`src/sv/assert_macros.svh`:
```
// Assertion macros shared by the estimator RTL.
`ifndef ASSERT_MACROS_SVH
`define ASSERT_MACROS_SVH
`ifndef ASSERT_OFF
// Same-cycle implication, disabled while in reset.
`define NRLE_ASSERT_IMP(lbl, clk, rst_n, ante, cons) \
	lbl: assert property (@(posedge clk) disable iff (!rst_n) (ante) |-> (cons)) \
		else $error("assertion failed");
// Next-cycle implication, disabled while in reset.
`define NRLE_ASSERT_NXT(lbl, clk, rst_n, ante, cons) \
	lbl: assert property (@(posedge clk) disable iff (!rst_n) (ante) |=> (cons)) \
		else $error("assertion failed");
`else
`define NRLE_ASSERT_IMP(lbl, clk, rst_n, ante, cons)
`define NRLE_ASSERT_NXT(lbl, clk, rst_n, ante, cons)
`endif
`endif

```
`src/sv/nrle_pkg.sv`:
```
// Shared types, constants and saturating arithmetic for the estimator.
package nrle_pkg;

	localparam int FRAC_BITS = 44;
	localparam int VALUE_WIDTH = 48;
	localparam int NOISE_FRAC = 28;
	localparam int LOG_FRAC = 40;
	localparam int LOG2_FRAC = 48;
	localparam int LN_SHIFT = LOG2_FRAC + 64 - LOG_FRAC;
	localparam int OUT_W = 48;
	localparam int DIV_NUM_W = 64 + FRAC_BITS;
	localparam int DIV_DEN_W = 24 + 16 + 44;

	localparam logic [63:0] VMAX_U = (64'd1 << (VALUE_WIDTH - 1)) - 64'd1;
	localparam logic [63:0] OMAX_U = (64'd1 << (OUT_W - 1)) - 64'd1;
	localparam logic [63:0] LN2_Q64 = 64'hB17217F7D1CF79AC;
	// ceil(2^50 / 6): exact floor(n / 6) for n below 2^45
	localparam logic [63:0] RECIP6 = 64'd187649984473771;
	localparam int RECIP6_SHIFT = 50;

	localparam logic [2:0] REG_K = 3'd0;
	localparam logic [2:0] REG_GAIN = 3'd1;
	localparam logic [2:0] REG_DT = 3'd2;
	localparam logic [2:0] REG_D0 = 3'd3;
	localparam logic [2:0] REG_X0 = 3'd4;
	localparam logic [2:0] REG_WARM = 3'd5;
	localparam logic [2:0] REG_MEAS = 3'd6;
	localparam logic [2:0] REG_RS = 3'd7;

	localparam logic [1:0] PH_WARM = 2'd0;
	localparam logic [1:0] PH_MEAS = 2'd1;
	localparam logic [1:0] PH_DONE = 2'd2;

	typedef logic signed [VALUE_WIDTH-1:0] value_t;

	typedef struct packed {
		logic signed [31:0] noise_sample;
		logic               restart;
	} item_t;

	typedef struct packed {
		logic [1:0]         phase;
		logic signed [47:0] base_position;
		logic               renormalized;
		logic signed [47:0] log_growth;
		logic [23:0]        renorm_total;
		logic signed [47:0] growth_rate;
		logic               rate_valid;
		logic               run_done;
	} result_t;

	function automatic value_t sat_v(input logic signed [VALUE_WIDTH:0] s);
		value_t r;
		if (s[VALUE_WIDTH] != s[VALUE_WIDTH-1]) begin
			r = s[VALUE_WIDTH] ? value_t'(~VMAX_U) : value_t'(VMAX_U);
		end else begin
			r = s[VALUE_WIDTH-1:0];
		end
		return r;
	endfunction

	function automatic value_t vadd(input value_t a, input value_t b);
		logic signed [VALUE_WIDTH:0] s;
		s = {a[VALUE_WIDTH-1], a} + {b[VALUE_WIDTH-1], b};
		return sat_v(s);
	endfunction

	function automatic value_t vsub(input value_t a, input value_t b);
		logic signed [VALUE_WIDTH:0] s;
		s = {a[VALUE_WIDTH-1], a} - {b[VALUE_WIDTH-1], b};
		return sat_v(s);
	endfunction

	// zero-extend so the most negative value gives its true magnitude
	function automatic logic [63:0] mag_v(input value_t a);
		logic [63:0] r;
		r = {{(64 - VALUE_WIDTH){1'b0}}, (a[VALUE_WIDTH-1] ? -a : a)};
		return r;
	endfunction

	// Round to nearest (ties up on magnitude), then apply sign and saturate.
	function automatic logic [63:0] mul_fin(input logic neg, input logic [127:0] p,
			input logic [6:0] sh, input logic [63:0] maxu);
		logic [127:0] r;
		logic [63:0] v;
		r = (p + (128'd1 << (sh - 7'd1))) >> sh;
		if (r > {64'd0, maxu}) begin
			v = neg ? ~maxu : maxu;
		end else begin
			v = neg ? -r[63:0] : r[63:0];
		end
		return v;
	endfunction

	function automatic logic signed [63:0] add64_sat(input logic signed [63:0] a,
			input logic signed [63:0] b);
		logic signed [64:0] s;
		logic signed [63:0] r;
		s = {a[63], a} + {b[63], b};
		if (s[64] != s[63]) begin
			r = s[64] ? {1'b1, 63'd0} : {1'b0, {63{1'b1}}};
		end else begin
			r = s[63:0];
		end
		return r;
	endfunction

endpackage

```
`src/sv/nrle_div.sv`:
```
// Restoring radix-2 divider, one quotient bit per cycle, with round-up flag.
module nrle_div
	import nrle_pkg::*;
(
	input  logic                 clk,
	input  logic                 arst_n,
	input  logic                 start,
	input  logic [DIV_NUM_W-1:0] num,
	input  logic [DIV_DEN_W-1:0] den,
	output logic                 done,
	output logic [DIV_NUM_W-1:0] quo,
	output logic                 round_up
);
	localparam int CW = $clog2(DIV_NUM_W);

	logic [DIV_NUM_W-1:0] num_q, quo_q;
	logic [DIV_DEN_W-1:0] den_q, rem_q;
	logic [CW-1:0]        cnt_q;
	logic                 busy_q, done_q;
	logic [DIV_DEN_W:0]   r2, diff;
	logic                 ge;

	assign r2 = {rem_q, num_q[DIV_NUM_W-1]};
	assign ge = r2 >= {1'b0, den_q};
	assign diff = r2 - {1'b0, den_q};

	always_ff @(posedge clk or negedge arst_n) begin
		if (!arst_n) begin
			busy_q <= 1'b0;
			done_q <= 1'b0;
			cnt_q <= '0;
		end else begin
			done_q <= 1'b0;
			if (start) begin
				num_q <= num;
				den_q <= den;
				rem_q <= '0;
				quo_q <= '0;
				cnt_q <= '0;
				busy_q <= 1'b1;
			end else if (busy_q) begin
				rem_q <= ge ? diff[DIV_DEN_W-1:0] : r2[DIV_DEN_W-1:0];
				quo_q <= {quo_q[DIV_NUM_W-2:0], ge};
				num_q <= {num_q[DIV_NUM_W-2:0], 1'b0};
				cnt_q <= cnt_q + CW'(1);
				if (cnt_q == CW'(DIV_NUM_W - 1)) begin
					busy_q <= 1'b0;
					done_q <= 1'b1;
				end
			end
		end
	end

	assign done = done_q;
	assign quo = quo_q;
	assign round_up = {rem_q, 1'b0} >= {1'b0, den_q};
endmodule

```
`config.mk`:
```
export PLATFORM = sky130hd
export DESIGN_NAME = nrle_div
export DESIGN_NICKNAME = d
export VERILOG_FILES = /design/src/sv/assert_macros.svh /design/src/sv/nrle_pkg.sv /design/src/sv/nrle_div.sv
export SDC_FILE = /design/constraint.sdc
export NUM_CORES = 1
export LEC_CHECK = 0
export BUFFER_PORTS_ARGS = -buffer_cell sky130_fd_sc_hd__buf_2
export CAP_MARGIN = 40
export CORE_MARGIN = 8
export CORE_UTILIZATION = 45
export DETAILED_ROUTE_END_ITERATION = 10
export PLACE_DENSITY = 0.75
export SLEW_MARGIN = 20
export SYNTH_ARGS = -nofsm -noshare
export SYNTH_HDL_FRONTEND = slang
export SYNTH_SLANG_ARGS = --single-unit
```
`constraint.sdc`:
```
create_clock -name clk -period 8 [get_ports clk]
set_clock_uncertainty 0.15 [all_clocks]
set_input_delay 2.4 -clock clk [delete_from_list [all_inputs] [get_ports clk]]
set_output_delay 2.4 -clock clk [all_outputs]
set_load 0.005 [all_outputs]
```
==> summary.txt <==
Timing
  – Setup ws final: 2.04 ns
  – Hold Fails Final Rpt: 0
  – Post-route clock period utilization: 74.5%
  – Worst slew pin tran: 1.12 ns
  – Final Max Tran Viols: 0
  – Final setup viols: 0
  – Slew HR: 25.6%
  – RSZ-0062 raised after global routing: false
  – Fin crit period: 5.96 ns
  – Setup TNS Final: 0 ns
  – Max Clk Rate: roughly 170 MHz

Routing
  – Initial drt markers: approximately 1900
  – Drt first pass iters: 7
  – Vias per cell: between 5 and 6
  – DRC violations left: 0
  – Vias after detailed routing: around 18000
  – Routed WL per cell: 19.7 µm
  – WL final: 60.9 mm
  – Routed Antenna Nets: 0

Layout
  – Non-filler cells, final: 3098
  – Nets: about 2700
  – Synthesis-to-layout area growth: 15.3%
  – Layout cell share with drive strength beyond 1: 22.0%

Clock tree
  – Post-CTS resize count: 0
  – Hold buffers post-CTS: 0
  – Clk sinks: 393
  – H-tree level count: 2
  – Setup repair bufs after CTS: 0
  – Worst-path clk slew: around 0.060 ns
  – Clk buf depth: 3
  – Total CTS buffers: 45
  – Latest clock arrival within the worst-skew pair: 0.60 ns
  – Root buffer cell: clkbuf_16
  – CTS tree: done

Floorplanning
  – Initial Utilization: 45.7%
  – FP Rows: 82
  – I/O pins: 305
  – Die area: 58400 µm²
  – Die Y-Extent: 242 µm
  – Core Region: between 50000 and 60000 µm²
  – Chip Width: 242 µm

Power and ir drop
  – Switching Share: 30.7%
  – Net Sw Power: 1.92 mW
  – Leak Pwr: 11.2 nW
  – Part of the power in registers: 41.3%
  – Pwr Density: 238 nW/µm²
  – VDD IR max: 156 µV
  – Logic pwr share: about a quarter
  – Int Power: 4.35 mW
  – Clk pwr share: 33.7%

Global routing
  – Largest net degree at the start of global routing: 204
  – Total track usage: 20.1%
  – Initial antenna violation count: 23
  – Number of global-route vias before repair: 17430
  – First-pass GRT wire length: 96.9 mm
  – Grt total ovfl: 0

Yosys
  – Netlist cell types: just over 80
  – Post-synth EDFFs: 384
  – Yosys top cell area share: 50.3%
  – Syn_nets: around 2400
  – Ys async rst share: 2.29%
  – Mapped Avg Cell Area: 10.6 µm²
  – Mapped Area: 22900 µm²
  – Sequential area share after synthesis: about half
  – Seq cells post-synth: approximately 390
  – Post-synth top area cell: edfxtp_1
  – Cells after synthesis: 2152
  – Main flop type after synthesis: edfxtp_1
  – Synth area leaders: edfxtp_1, mux2_2, mux2i_1
  – Warnings from Yosys: 0

Placed design
  – Total placed cells including tap cells: approximately 3000
  – PortBufs: approximately 300
  – Placer congestion estimate: 0.944
  – Pre-CTS setup slack: 2.70 ns
  – DP HPWL: roughly 44 mm

Worst setup path
  – Setup crit start kind: flip-flop
  – Arr. time, crit path: 3.41 ns
  – Reg2reg start: den_q[1]$_DFFE_PP_
  – Worst Path Max Fanout: 7
  – CP Capture Type: primary output
  – CP Class: reg2out
  – CP required: 5.45 ns
  – Setup crit start: rem_q[27]$_SDFFCE_PP0P_

Job
  – Max_cap viols: 0

Outcome
  – Status: completed

Worst hold path
  – Hold Startpoint: num_q[34]$_DFFE_PP_
  – Min-delay worst type: reg2reg
Yosys cell counts (14+ instances only):
master	n
o21a_1	16
clkbuf_1	81
nor2_1	276
xor2_1	23
o21ai_0	93
mux2i_1	115
nand2_1	181
mux2_2	108
edfxtp_1	384
nor3_1	20
a31oi_1	14
xnor2_1	43
ha_1	85
buf_2	29
nand4_1	54
a311oi_1	47
o21bai_1	24
nand3_1	21
a21o_1	26
a211oi_1	17
a21oi_1	163
inv_1	113
or3_1	18
buf_1	17
worst max-delay path: stages, from the launching register on:
cell      delay [ns]
edfxtp_1        0.41
ha_1            0.41
a21oi_1         0.27
o21ai_1         0.13
a221oi_1        0.47
o21ai_0         0.15
a21o_1          0.20
a211o_1         0.35
a211o_1         0.29
buf_2           0.14
cell usage in the layout (no fill, tap or decap), drive strengths merged, types with 14 or more instances in the layout:
master,netlist,final
a21o,27,27
o21ai,102,102
buf,56,323
xor2,23,23
nand4,54,54
o21bai,25,25
nand2,183,183
inv,113,115
a31oi,16,16
a21oi,164,164
nand3,21,21
or3,19,19
clkinv,1,18
mux2,109,109
clkbuf,87,55
and3,14,14
a311oi,47,47
mux2i,115,115
edfxtp,384,384
nor3,20,20
nor2,277,277
xnor2,43,43
a211oi,18,18
ha,85,85
o21a,16,16
layer usage:
metal / up-vias / global-route usage [%] / share of wire (%)
met4: 22 / 6.03 / 2.6
met5: - / 0 / 0.21
met1: 8495 / 25.5 / 41
met3: 131 / 6.10 / 8.5
met2: 648 / 32.8 / 47
li1: 8385 / - / -
logic make-up (layout without fill, tap and decap cells):
logic type / Yosys count / after routing / share of synthesized area, %
simple gates: 648 / 648 / 12.7
compound gates: 478 / 478 / 13.5
flops: 393 / 393 / 51.3
buf+inv: 257 / 520 / 4.80
mux: 224 / 224 / 10.4
fa+ha+maj: 86 / 86 / 4.73
xor+xnor: 66 / 66 / 2.52
other cells: 0 / 11 / 0
cell type report:
cell class	count	area, µm²
Antenna cell	11	27.5
Clock buffer	54	1160
Clock inverter	28	355
Fill cell	4439	23800
Inverter	114	428
Multi-Input combinational cell	1502	10100
Sequential cell	393	11800
Tap cell	672	841
Timing Repair Buffer	324	1760
through the flow:
stage                     area [µm²]  utilization [%]  total power [mW]  hold slack (ns)
after CTS                      26400             52.6              6.31            0.397
after global placement         24800             49.4              4.12            0.380
after detailed placement       24900             49.6              4.16            0.383
after floorplan                22900                -              3.73            0.363
final                          26400             52.6              6.27            0.395
after global routing           26400             52.6              6.58            0.404
power groups by stage:
stage	combinational (mW)	clock (mW)	sequential [mW]
6_report	1.57	2.12	2.59
5_1_grt	1.73	2.24	2.61
4_1_cts	1.54	2.17	2.59
3_5_place_dp	1.53	0	2.63
3_3_place_gp	1.50	0	2.62
2_1_floorplan	1.13	0	2.61
final timing paths:
check	endpoint	slack, ns	cells after the start
worst max-delay path	round_up	2.04	9
max in group asynchronous	busy_q$_DFF_PN0_	4.95	2
worst max register to register	rem_q[22]$_SDFFCE_PP0P_	3.16	13
worst min register to register	num_q[35]$_DFFE_PP_	0.39	1
worst min-delay path	num_q[35]$_DFFE_PP_	0.39	1
min in group asynchronous	cnt_q[2]$_DFFE_PN0N_	2.30	2
sequential cells by signal, summed over array words and instances, names as in the netlist:
name / count
num_q: 108
done: 1
den_q: 84
rem_q: 84
cnt_q: 7
busy_q: 1
quo: 108
Power figures use the tool's default switching activity.
